**src/design/trnp_pkg.sv**
```systemverilog
// Shared constants and controller/datapath interface types for the radix number parser.
package trnp_pkg;

  // Word buffer geometry
  localparam int BUFFER_DEPTH = 64;
  localparam int ADDR_W       = $clog2(BUFFER_DEPTH);
  localparam int LEN_OUT_W    = 6;
  localparam int CHAR_W       = 8;
  localparam int RADIX_W      = 5;
  localparam int STATUS_W     = 2;
  localparam int VALUE_W      = 16;
  localparam int MAG_W        = 16;

  localparam logic [ADDR_W-1:0] FILL_MAX = ADDR_W'(BUFFER_DEPTH - 1);

  // Control characters
  localparam logic [CHAR_W-1:0] CH_BACKSPACE = 8'h08;
  localparam logic [CHAR_W-1:0] CH_TAB       = 8'h09;
  localparam logic [CHAR_W-1:0] CH_NEWLINE   = 8'h0A;
  localparam logic [CHAR_W-1:0] CH_VTAB      = 8'h0B;
  localparam logic [CHAR_W-1:0] CH_FORMFEED  = 8'h0C;
  localparam logic [CHAR_W-1:0] CH_RETURN    = 8'h0D;
  localparam logic [CHAR_W-1:0] CH_SPACE     = 8'h20;
  localparam logic [CHAR_W-1:0] CH_RUBOUT    = 8'h7F;

  // Printable characters used by the parser
  localparam logic [CHAR_W-1:0] CH_PLUS  = 8'h2B;
  localparam logic [CHAR_W-1:0] CH_MINUS = 8'h2D;
  localparam logic [CHAR_W-1:0] CH_ZERO  = 8'h30;
  localparam logic [CHAR_W-1:0] CH_NINE  = 8'h39;
  localparam logic [CHAR_W-1:0] CH_UA    = 8'h41;
  localparam logic [CHAR_W-1:0] CH_UX    = 8'h58;
  localparam logic [CHAR_W-1:0] CH_UZ    = 8'h5A;
  localparam logic [CHAR_W-1:0] CH_LA    = 8'h61;
  localparam logic [CHAR_W-1:0] CH_LX    = 8'h78;
  localparam logic [CHAR_W-1:0] CH_LZ    = 8'h7A;

  // Radix codes
  localparam logic [RADIX_W-1:0] RADIX_AUTO = 5'd0;
  localparam logic [RADIX_W-1:0] RADIX_2    = 5'd2;
  localparam logic [RADIX_W-1:0] RADIX_8    = 5'd8;
  localparam logic [RADIX_W-1:0] RADIX_10   = 5'd10;
  localparam logic [RADIX_W-1:0] RADIX_16   = 5'd16;

  // Result status codes
  localparam logic [STATUS_W-1:0] ST_NOT_NUMBER = 2'd0;
  localparam logic [STATUS_W-1:0] ST_IN_RANGE   = 2'd1;
  localparam logic [STATUS_W-1:0] ST_OUT_RANGE  = 2'd2;

  localparam logic [MAG_W-1:0]   VALUE_LIMIT = 16'h7FFF;
  localparam logic [MAG_W-1:0]   MAG_SAT     = 16'h8000;
  localparam logic [VALUE_W-1:0] VALUE_OUT   = 16'hFFFF;

  // Controller to datapath commands
  typedef struct packed {
    logic store;  // take an ordinary or erase character
    logic start;  // take a delimiter, begin the buffer walk
    logic step;   // advance the buffer walk
    logic load;   // move the finished result into the output register
  } cmd_t;

  // Datapath to controller status
  typedef struct packed {
    logic delim;      // current input character ends a word
    logic walk_done;  // every buffered character has been parsed
  } dp_status_t;

endpackage

```
**src/design/token_reader_radix_number_parser.sv**
```systemverilog
// Top level of the typed-word radix number parser.
// Characters arrive one per request and are gathered into a word of up to BUFFER_DEPTH-1
// characters; backspace and rubout drop the last one, extra characters are discarded.
// An ordinary character or an erase is taken without a buffer walk. A space or newline ends the
// word: the block then reads the word buffer back one character per cycle through its
// registered read port and parses it digit by digit; the result is loaded into the
// output register when the walk is done and any previous result there has been taken.
// While a word is parsed no request is taken. The result stays on the output until
// taken; characters are taken meanwhile. The radix register is written with cfg_write
// and cfg_data.
module token_reader_radix_number_parser (
  input  logic                                clk,
  input  logic                                rst,
  input  logic                                cfg_write,
  input  logic [trnp_pkg::RADIX_W-1:0]        cfg_data,
  input  logic                                in_valid,
  output logic                                in_ready,
  input  logic [trnp_pkg::CHAR_W-1:0]         character,
  output logic                                out_valid,
  input  logic                                out_ready,
  output logic [trnp_pkg::STATUS_W-1:0]       status,
  output logic signed [trnp_pkg::VALUE_W-1:0] value,
  output logic                                line_end,
  output logic [trnp_pkg::LEN_OUT_W-1:0]      word_length
);

  trnp_pkg::cmd_t       cmd;
  trnp_pkg::dp_status_t dp_stat;

  // Sequencer
  trnp_ctrl u_ctrl (
    .clk       (clk),
    .rst       (rst),
    .in_valid  (in_valid),
    .in_ready  (in_ready),
    .out_valid (out_valid),
    .out_ready (out_ready),
    .dp_stat   (dp_stat),
    .cmd       (cmd)
  );

  // Buffer and parser
  trnp_dp u_dp (
    .clk         (clk),
    .rst         (rst),
    .cfg_write   (cfg_write),
    .cfg_data    (cfg_data),
    .character   (character),
    .cmd         (cmd),
    .dp_stat     (dp_stat),
    .status      (status),
    .value       (value),
    .line_end    (line_end),
    .word_length (word_length)
  );

endmodule

```
**src/design/trnp_ram.sv**
```systemverilog
// Generic single-port-write, single-port-read RAM with registered read data.
module trnp_ram #(
  parameter int WIDTH = 8,
  parameter int DEPTH = 64
) (
  input  logic                     clk,
  input  logic                     we,
  input  logic [$clog2(DEPTH)-1:0] waddr,
  input  logic [WIDTH-1:0]         wdata,
  input  logic [$clog2(DEPTH)-1:0] raddr,
  output logic [WIDTH-1:0]         rdata
);

  logic [WIDTH-1:0] mem [DEPTH];

  // Write port and registered read port
  always_ff @(posedge clk) begin
    if (we) begin
      mem[waddr] <= wdata;
    end
    rdata <= mem[raddr];
  end

endmodule

```
**src/design/trnp_ctrl.sv**
```systemverilog
// Controller state machine: character intake, buffer walk sequencing and output handshake.
module trnp_ctrl (
  input  logic                  clk,
  input  logic                  rst,
  input  logic                  in_valid,
  output logic                  in_ready,
  output logic                  out_valid,
  input  logic                  out_ready,
  input  trnp_pkg::dp_status_t  dp_stat,
  output trnp_pkg::cmd_t        cmd
);

  localparam logic S_IDLE = 1'b0;
  localparam logic S_WALK = 1'b1;

  logic state;
  logic state_next;
  logic out_valid_next;
  logic out_free;

  assign in_ready = (state == S_IDLE);
  assign out_free = !out_valid || out_ready;

  // Decode commands from state and handshakes
  always_comb begin
    cmd.store = (state == S_IDLE) && in_valid && !dp_stat.delim;
    cmd.start = (state == S_IDLE) && in_valid && dp_stat.delim;
    cmd.step  = (state == S_WALK);
    cmd.load  = (state == S_WALK) && dp_stat.walk_done && out_free;
  end

  // Next state
  always_comb begin
    state_next = state;
    unique case (state)
      S_IDLE: begin
        if (cmd.start) begin
          state_next = S_WALK;
        end
      end
      S_WALK: begin
        if (cmd.load) begin
          state_next = S_IDLE;
        end
      end
      default: state_next = S_IDLE;
    endcase
  end

  // Hold a result until the consumer takes it
  always_comb begin
    priority if (cmd.load) begin
      out_valid_next = 1'b1;
    end else if (out_ready) begin
      out_valid_next = 1'b0;
    end else begin
      out_valid_next = out_valid;
    end
  end

  always_ff @(posedge clk) begin
    if (rst) begin
      state     <= S_IDLE;
      out_valid <= 1'b0;
    end else begin
      state     <= state_next;
      out_valid <= out_valid_next;
    end
  end

endmodule

```
**src/design/trnp_dp.sv**
```systemverilog
// Datapath: word buffer, fill count, serial strtol-style digit parser and result register.
module trnp_dp (
  input  logic                                clk,
  input  logic                                rst,
  input  logic                                cfg_write,
  input  logic [trnp_pkg::RADIX_W-1:0]        cfg_data,
  input  logic [trnp_pkg::CHAR_W-1:0]         character,
  input  trnp_pkg::cmd_t                      cmd,
  output trnp_pkg::dp_status_t                dp_stat,
  output logic [trnp_pkg::STATUS_W-1:0]       status,
  output logic signed [trnp_pkg::VALUE_W-1:0] value,
  output logic                                line_end,
  output logic [trnp_pkg::LEN_OUT_W-1:0]      word_length
);

  localparam int PH_W = 3;
  localparam logic [PH_W-1:0] PH_LEAD  = 3'd0;  // skipping leading blanks
  localparam logic [PH_W-1:0] PH_START = 3'd1;  // sign seen, first digit next
  localparam logic [PH_W-1:0] PH_ZERO  = 3'd2;  // leading zero seen, maybe a prefix
  localparam logic [PH_W-1:0] PH_X     = 3'd3;  // zero and x seen, prefix pending
  localparam logic [PH_W-1:0] PH_DIG   = 3'd4;  // in the digit run

  localparam int DIG_W = 6;
  localparam logic [DIG_W-1:0] NO_DIGIT = 6'd63;
  localparam logic [DIG_W-1:0] DIG_HEX  = 6'd16;
  localparam logic [DIG_W-1:0] DIG_TEN  = 6'd10;
  localparam int MAC_W = trnp_pkg::MAG_W + trnp_pkg::RADIX_W;

  function automatic logic [DIG_W-1:0] digit_of(input logic [trnp_pkg::CHAR_W-1:0] ch);
    logic [DIG_W-1:0] d;
    if (ch >= trnp_pkg::CH_ZERO && ch <= trnp_pkg::CH_NINE) begin
      d = DIG_W'(ch - trnp_pkg::CH_ZERO);
    end else if (ch >= trnp_pkg::CH_LA && ch <= trnp_pkg::CH_LZ) begin
      d = DIG_W'(ch - trnp_pkg::CH_LA) + DIG_TEN;
    end else if (ch >= trnp_pkg::CH_UA && ch <= trnp_pkg::CH_UZ) begin
      d = DIG_W'(ch - trnp_pkg::CH_UA) + DIG_TEN;
    end else begin
      d = NO_DIGIT;
    end
    return d;
  endfunction

  function automatic logic is_blank(input logic [trnp_pkg::CHAR_W-1:0] ch);
    return ch == trnp_pkg::CH_TAB || ch == trnp_pkg::CH_VTAB ||
           ch == trnp_pkg::CH_FORMFEED || ch == trnp_pkg::CH_RETURN ||
           ch == trnp_pkg::CH_SPACE || ch == trnp_pkg::CH_NEWLINE;
  endfunction

  logic [trnp_pkg::RADIX_W-1:0] radix_mode;
  logic [trnp_pkg::ADDR_W-1:0]  fill;
  logic [trnp_pkg::ADDR_W-1:0]  len;
  logic [trnp_pkg::ADDR_W-1:0]  idx;
  logic                         pending;
  logic                         is_erase;
  logic                         ram_we;
  logic [trnp_pkg::CHAR_W-1:0]  c;

  logic [PH_W-1:0]              phase, phase_next;
  logic                         fail, fail_next;
  logic                         neg, neg_next;
  logic [trnp_pkg::MAG_W-1:0]   mag, mag_next;
  logic [trnp_pkg::RADIX_W-1:0] base, base_next;
  logic                         line_end_q;
  logic [trnp_pkg::RADIX_W-1:0] start_base;

  logic [DIG_W-1:0]             d;
  logic                         first_digit;
  logic [trnp_pkg::RADIX_W-1:0] b_first;
  logic [MAC_W-1:0]             mac;
  logic                         base_open;

  logic [trnp_pkg::STATUS_W-1:0] res_status;
  logic [trnp_pkg::VALUE_W-1:0]  res_value;
  logic [trnp_pkg::ADDR_W+trnp_pkg::LEN_OUT_W-1:0] len_ext;

  // Classify the incoming character
  assign dp_stat.delim = (character == trnp_pkg::CH_NEWLINE) ||
                         (character == trnp_pkg::CH_SPACE);
  assign is_erase = (character == trnp_pkg::CH_BACKSPACE) ||
                    (character == trnp_pkg::CH_RUBOUT);
  assign ram_we   = cmd.store && !is_erase && (fill != trnp_pkg::FILL_MAX);

  // Word buffer
  trnp_ram #(
    .WIDTH(trnp_pkg::CHAR_W),
    .DEPTH(trnp_pkg::BUFFER_DEPTH)
  ) u_buf (
    .clk   (clk),
    .we    (ram_we),
    .waddr (fill),
    .wdata (character),
    .raddr (idx),
    .rdata (c)
  );

  assign dp_stat.walk_done = (idx == len) && !pending;

  // Resolve the configured radix; unsupported values fall back to auto
  always_comb begin
    if (radix_mode == trnp_pkg::RADIX_2 || radix_mode == trnp_pkg::RADIX_8 ||
        radix_mode == trnp_pkg::RADIX_10 || radix_mode == trnp_pkg::RADIX_16) begin
      start_base = radix_mode;
    end else begin
      start_base = trnp_pkg::RADIX_AUTO;
    end
  end

  assign d         = digit_of(c);
  assign base_open = (base == trnp_pkg::RADIX_16) || (base == trnp_pkg::RADIX_AUTO);
  assign b_first   = (base == trnp_pkg::RADIX_AUTO) ? trnp_pkg::RADIX_10 : base;

  // Accumulate one digit, saturating just above the limit
  always_comb begin
    mac = MAC_W'(mag) * MAC_W'(base) + MAC_W'(d);
    if (mac > MAC_W'(trnp_pkg::MAG_SAT)) begin
      mac = MAC_W'(trnp_pkg::MAG_SAT);
    end
  end

  // Parse the character read in the previous cycle
  always_comb begin
    phase_next  = phase;
    fail_next   = fail;
    neg_next    = neg;
    mag_next    = mag;
    base_next   = base;
    first_digit = 1'b0;
    if (pending && !fail) begin
      unique case (phase)
        PH_LEAD: begin
          if (is_blank(c)) begin
            phase_next = PH_LEAD;
          end else if (c == trnp_pkg::CH_PLUS || c == trnp_pkg::CH_MINUS) begin
            neg_next   = (c == trnp_pkg::CH_MINUS);
            phase_next = PH_START;
          end else begin
            first_digit = 1'b1;
          end
        end
        PH_START: begin
          first_digit = 1'b1;
        end
        PH_ZERO: begin
          if (base_open && (c == trnp_pkg::CH_LX || c == trnp_pkg::CH_UX)) begin
            phase_next = PH_X;
          end else begin
            // plain leading zero: auto radix means octal
            if (base == trnp_pkg::RADIX_AUTO) begin
              base_next = trnp_pkg::RADIX_8;
            end
            if (d >= DIG_W'((base == trnp_pkg::RADIX_AUTO) ? trnp_pkg::RADIX_8 : base)) begin
              fail_next = 1'b1;
            end else begin
              mag_next = trnp_pkg::MAG_W'(d);
            end
            phase_next = PH_DIG;
          end
        end
        PH_X: begin
          // the prefix must be followed by a hex digit, else the word fails
          if (d < DIG_HEX) begin
            base_next  = trnp_pkg::RADIX_16;
            mag_next   = trnp_pkg::MAG_W'(d);
            phase_next = PH_DIG;
          end else begin
            fail_next = 1'b1;
          end
        end
        PH_DIG: begin
          if (d >= DIG_W'(base)) begin
            fail_next = 1'b1;
          end else begin
            mag_next = mac[trnp_pkg::MAG_W-1:0];
          end
        end
        default: fail_next = 1'b1;
      endcase
      if (first_digit) begin
        if (c == trnp_pkg::CH_ZERO && base_open) begin
          phase_next = PH_ZERO;
        end else begin
          base_next  = b_first;
          phase_next = PH_DIG;
          if (d >= DIG_W'(b_first)) begin
            fail_next = 1'b1;
          end else begin
            mag_next = trnp_pkg::MAG_W'(d);
          end
        end
      end
    end
  end

  // Form the result from the final parse state
  always_comb begin
    if (fail || !(phase == PH_ZERO || phase == PH_DIG)) begin
      res_status = trnp_pkg::ST_NOT_NUMBER;
      res_value  = '0;
    end else if ((neg && mag != '0) || mag > trnp_pkg::VALUE_LIMIT) begin
      res_status = trnp_pkg::ST_OUT_RANGE;
      res_value  = trnp_pkg::VALUE_OUT;
    end else begin
      res_status = trnp_pkg::ST_IN_RANGE;
      res_value  = trnp_pkg::VALUE_W'(mag);
    end
  end

  // Control state: radix register, fill count, read pipeline flag
  always_ff @(posedge clk) begin
    if (rst) begin
      radix_mode <= trnp_pkg::RADIX_AUTO;
      fill       <= '0;
      pending    <= 1'b0;
    end else begin
      if (cfg_write) begin
        radix_mode <= cfg_data;
      end
      if (cmd.start) begin
        fill <= '0;
      end else if (cmd.store) begin
        if (is_erase) begin
          if (fill != '0) begin
            fill <= fill - 1'b1;
          end
        end else if (fill != trnp_pkg::FILL_MAX) begin
          fill <= fill + 1'b1;
        end
      end
      pending <= cmd.step && (idx != len);
    end
  end

  // Walk registers and parse state
  always_ff @(posedge clk) begin
    if (cmd.start) begin
      len        <= fill;
      idx        <= '0;
      line_end_q <= (character == trnp_pkg::CH_NEWLINE);
      phase      <= PH_LEAD;
      fail       <= 1'b0;
      neg        <= 1'b0;
      mag        <= '0;
      base       <= start_base;
    end else begin
      if (cmd.step && idx != len) begin
        idx <= idx + 1'b1;
      end
      phase <= phase_next;
      fail  <= fail_next;
      neg   <= neg_next;
      mag   <= mag_next;
      base  <= base_next;
    end
  end

  assign len_ext = {{trnp_pkg::LEN_OUT_W{1'b0}}, len};

  // Output register
  always_ff @(posedge clk) begin
    if (cmd.load) begin
      status      <= res_status;
      value       <= res_value;
      line_end    <= line_end_q;
      word_length <= len_ext[trnp_pkg::LEN_OUT_W-1:0];
    end
  end

endmodule

```
**config.mk**
```make
export PLATFORM = sky130hd
export DESIGN_NAME = token_reader_radix_number_parser
export DESIGN_NICKNAME = d
export VERILOG_FILES = /design/src/design/trnp_pkg.sv /design/src/design/token_reader_radix_number_parser.sv /design/src/design/trnp_ram.sv /design/src/design/trnp_ctrl.sv /design/src/design/trnp_dp.sv
export SDC_FILE = /design/constraint.sdc
export NUM_CORES = 1
export LEC_CHECK = 0
export ABC_AREA = 0
export BUFFER_PORTS_ARGS = -buffer_cell sky130_fd_sc_hd__buf_4
export CAP_MARGIN = 20
export CORE_MARGIN = 2
export CORE_UTILIZATION = 50
export CTS_CLUSTER_DIAMETER = 60
export DETAILED_ROUTE_END_ITERATION = 8
export PLACE_DENSITY = 0.68
export SYNTH_ARGS = -nofsm -noshare
export SYNTH_HDL_FRONTEND = slang
export SYNTH_SLANG_ARGS = --single-unit
export TNS_END_PERCENT = 20
```
**constraint.sdc**
```tcl
create_clock -name clk -period 6.03 [get_ports clk]
set_input_delay 0.603 -clock clk [delete_from_list [all_inputs] [get_ports clk]]
set_output_delay 0.603 -clock clk [all_outputs]
set_load 0.05 [all_outputs]
```
==> metrics.md <==
| Metric | Value |
|---|---|
| Final Hold Viols | 0 |
| H-tree levels | 2 |
| Worst setup path startpoint | u_dp.u_buf.rdata[1] |
| CP max FO | 7 |
| Post-DP HPWL | 38.29 mm |
| Worst slew pin tran | 1.115 ns |
| Final Cell Area | 0.03064 mm^2 |
| R2R Path End | u_dp.mag[3] |
| Die Width | 237.7 um |
| Skew-Pair Late Insertion Delay | 0.62 ns |
| Share of cells above drive strength 1 | 0.2355 |
| Most common cell in the netlist | edfxtp_1 |
| Worst Hold End | u_ctrl.out_valid |
| Distinct cells, synth | 87 |
| Worst path cell trace | inv_2 -> ha_2 -> or4b_4 -> nand4b_4 -> o21ai_2 -> buf_4 -> or3b_4 -> a21oi_4 -> fa_1 -> fa_1 -> fa_1 -> inv_1 -> ha_4 -> o211a_4 -> o31ai_4 -> a2111o_1 -> a311o_1 -> o31ai_4 -> nand3_4 -> or4_4 -> nor2_4 -> a211o_1 |
| Drt total wl | 60.00 mm |
| Crit path kind | flip-flop to flip-flop |
| Depth of the worst hold-timing path | 2 |
| Synth Cell Area | 0.02732 mm^2 |
| CTS clk-pin slew, worst paths | 0.06 ns |
| Area leader, netlist | edfxtp_1 |
| Layout net count | 1,844 |
| Die area | 0.05652 mm^2 |
| Seq/Total Area, Yosys | 0.6394 |
| Commonest cells post-synth | 549 x edfxtp_1, 168 x mux4_2, 113 x nor2_1 |
| Drt via density | 6.071 |
| Pins over their slew limit | 0 |
| Initial Utilization | 0.5066 |
| Largest net degree at the start of global routing | 69 |
| Number of synthesized flops with an enable pin | 549 |
| Min-Delay Path Class | input pin to flip-flop |
| I/O Buffers | 44 |
| Share of the synthesized area in the top cell type | 0.6035 |
| Post-synthesis area per instance | 16.65 um^2 |
| Worst r2r src | u_dp.u_buf.rdata[1] |
| Req. time, crit path | 6.59 ns |
| Normalized max-slew margin | 0.2565 |
| Async set-reset flop share out of synthesis | 0 |
| RePlAce Congestion | 0.8735 |
| Total of max-cap violations | 0 |
| Die Ht | 237.7 um |
| Fmax | 0.1712 GHz |
| Cell at the root of the clock tree | clkbuf_16 |
| Max Clock Skew | 0.01937 ns |
| CTS tree | built |
| Clock buffer count from CTS | 60 |
| Number of global-route vias before repair | 15.20k |
| # IOs | 45 |
| Core area | 0.05392 mm^2 |
| Initial antenna violation count | 1 |
| Arr. time, crit path | 6.41 ns |
| Design Power | 11.00 mW |
| Drt wl/cell | 24.41 um |
| Cell mode on critical path | fa_1 |
| Final period utilization | 0.9687 |
| Drt first pass iters | 5 |
| Seq cells post-synth | 598 |
| Clock Path Buffers | 3 |
| Final setup TNS | 0 ns |
| Max incr delay on CP | 0.58 ns |
| Slowest-stage cell, CP | or4_4 |
| Synthesis warning total | 0 |
| All-Layer GR Usage | 0.2160 |
| Final Util | 0.5683 |
| Crit end category | flip-flop |
| GRT Residual Overflow | 0 |
| Worst-case vdd ir drop | 285.3 uV |
| Post-synth top flop | edfxtp_1 |
| Gate Count Post-Synth | 1,641 |
| R2r setup slk | 0.19 ns |
| Power per cell area | 359.0 mW/mm^2 |
| Fill cell count | 4,038 |
| Top cells by area, synth | edfxtp_1 60%, mux4_2 14%, dfxtp_1 3.6% |
| Final setup vio count | 0 |
| Cts hold-fix bufs | 0 |
| Min Tclk post-route | 5.841 ns |
| R2R depth | 22 |
| Status | finished clean |
| Placed Instance Area | 0.02844 mm^2 |
| Startpoint types | flip-flop |
| CTS Sinks | 598 |
| Worst hold start | rst |
| Syn-to-layout area delta | 12.17% |
| Diode count | 0 |
| First-pass GRT wire length | 92.00 mm |
| DR DRC count | 0 |
| Final antenna-violating net count | 0 |
| Total number of vias | 14.92k |
| # rows | 85 |
| Leakage | 10.61 nW |
| Drt first-iter violations | 1,355 |
==> cells by family after synthesis <==
group | after synthesis | share of synthesized area
AOI/OAI and AO/OA | 195 | 0.05162
xor gates and xnor gates | 27 | 0.008657
adders and majority gates | 113 | 0.06523
buffers and inverters | 157 | 0.02359
DFF | 598 | 0.6394
muxes | 176 | 0.1414
other | 1 | 0.0001373
and+or+nand+nor | 374 | 0.06990
==> sequential cells by signal, summed over array words and instances, names as in the netlist, 2 cells and up <==
signal,count
u_dp.word_length,6
u_dp.len,6
u_dp.idx,6
u_dp.base,5
u_dp.phase,3
u_dp.u_buf.rdata,8
u_dp.radix_mode,5
u_dp.u_buf.mem,512
u_dp.mag,16
u_dp.fill,6
u_dp.value,16
u_dp.status,2
==> power by group <==
part,total [mW],switching [mW],internal (mW),leakage (nW)
clock network,3.67,1.54,2.12,0.973
logic,2.55,1.30,1.25,4.29
registers,4.79,0.189,4.60,5.35
total,11.0,3.03,7.97,10.6
==> worst max-delay path by stage <==
stage | endpoint | slack [ns] | depth (start not counted)
final | u_dp.mag[3] | 0.19 | 22
after global routing | u_dp.mag[4] | -0.04 | 25
after CTS | u_dp.mag[3] | -0.01 | 22
after detailed placement | u_dp.mag[3] | -0.07 | 23
after global placement | u_dp.mag[3] | 0.07 | 23
after floorplan | u_dp.mag[3] | 0.03 | 24
==> layer usage <==
metal  wire length [um]  part of all wire  track usage  up-vias
li1                   -                 -            -     6555
met5                 13           0.00022            0        -
met2              30270              0.50       0.3622      524
met4               1293             0.022      0.05832        2
met1              24870              0.41       0.2954     7748
met3               3553             0.059      0.03600       93
==> layout by cell type, fill, tap and decap left out, types with 6 or more instances in the layout <==
cell type,n
nor2_1,111
dfxtp_1,42
nand2_1,93
clkinv_1,11
conb_1,8
fa_1,48
a22o_1,6
edfxtp_1,549
o22ai_1,6
a31oi_1,9
and2_1,38
o21a_1,26
clkinv_2,12
nor4_1,10
buf_4,85
mux2i_1,8
ha_1,60
a21oi_1,44
nand3b_1,10
o21ai_0,25
nand4_1,10
mux4_2,168
or3_1,8
xor2_1,14
clkbuf_16,61
nand2b_1,10
nand3_1,16
and3_1,11
nor3_1,15
clkbuf_1,11
a21o_1,9
xnor2_1,13
inv_1,70
==> timing repair <==
action	CTS	global route
endpoints found under the setup margin	15	15
setup buffers	1	12
pin swaps	1	23
resized for setup	3	28
cloned	0	0
==> critical path: cells and delay by family (launching register included) <==
kind / cells / cell delay (ns)
adder cells (fa/ha/maj): 5 / 1.85
AND/OR/NAND/NOR: 6 / 1.86
AO/OA/AOI/OAI: 8 / 1.50
buffers and inverters: 3 / 0.24
flip-flops: 1 / 0.33
==> final cells by class <==
| type | instances | area [um^2] | area share |
|---|---|---|---|
| Multi-Input combinational cell | 893 | 9359 | 0.3054 |
| Inverter | 73 | 274.0 | 0.008942 |
| Tap cell | 696 | 870.8 | 0.02842 |
| Sequential cell | 598 | 17480 | 0.5705 |
| Timing Repair Buffer | 87 | 678.2 | 0.02213 |
| Clock inverter | 35 | 356.6 | 0.01164 |
| Clock buffer | 76 | 1623 | 0.05296 |
==> stage by stage <==
stage / hold slack [ns] / setup WS [ns] / std cells
finish: 0.2130 / 0.1889 / 2458
global route: 0.2072 / -0.03897 / 2458
CTS: 0.1843 / -0.01129 / 2446
detailed placement: 0.4144 / -0.06880 / 2334
global placement: 0.4056 / 0.07342 / 2334
floorplan: 0.4003 / 0.03315 / 1648
(Power assumes the default switching activity.)
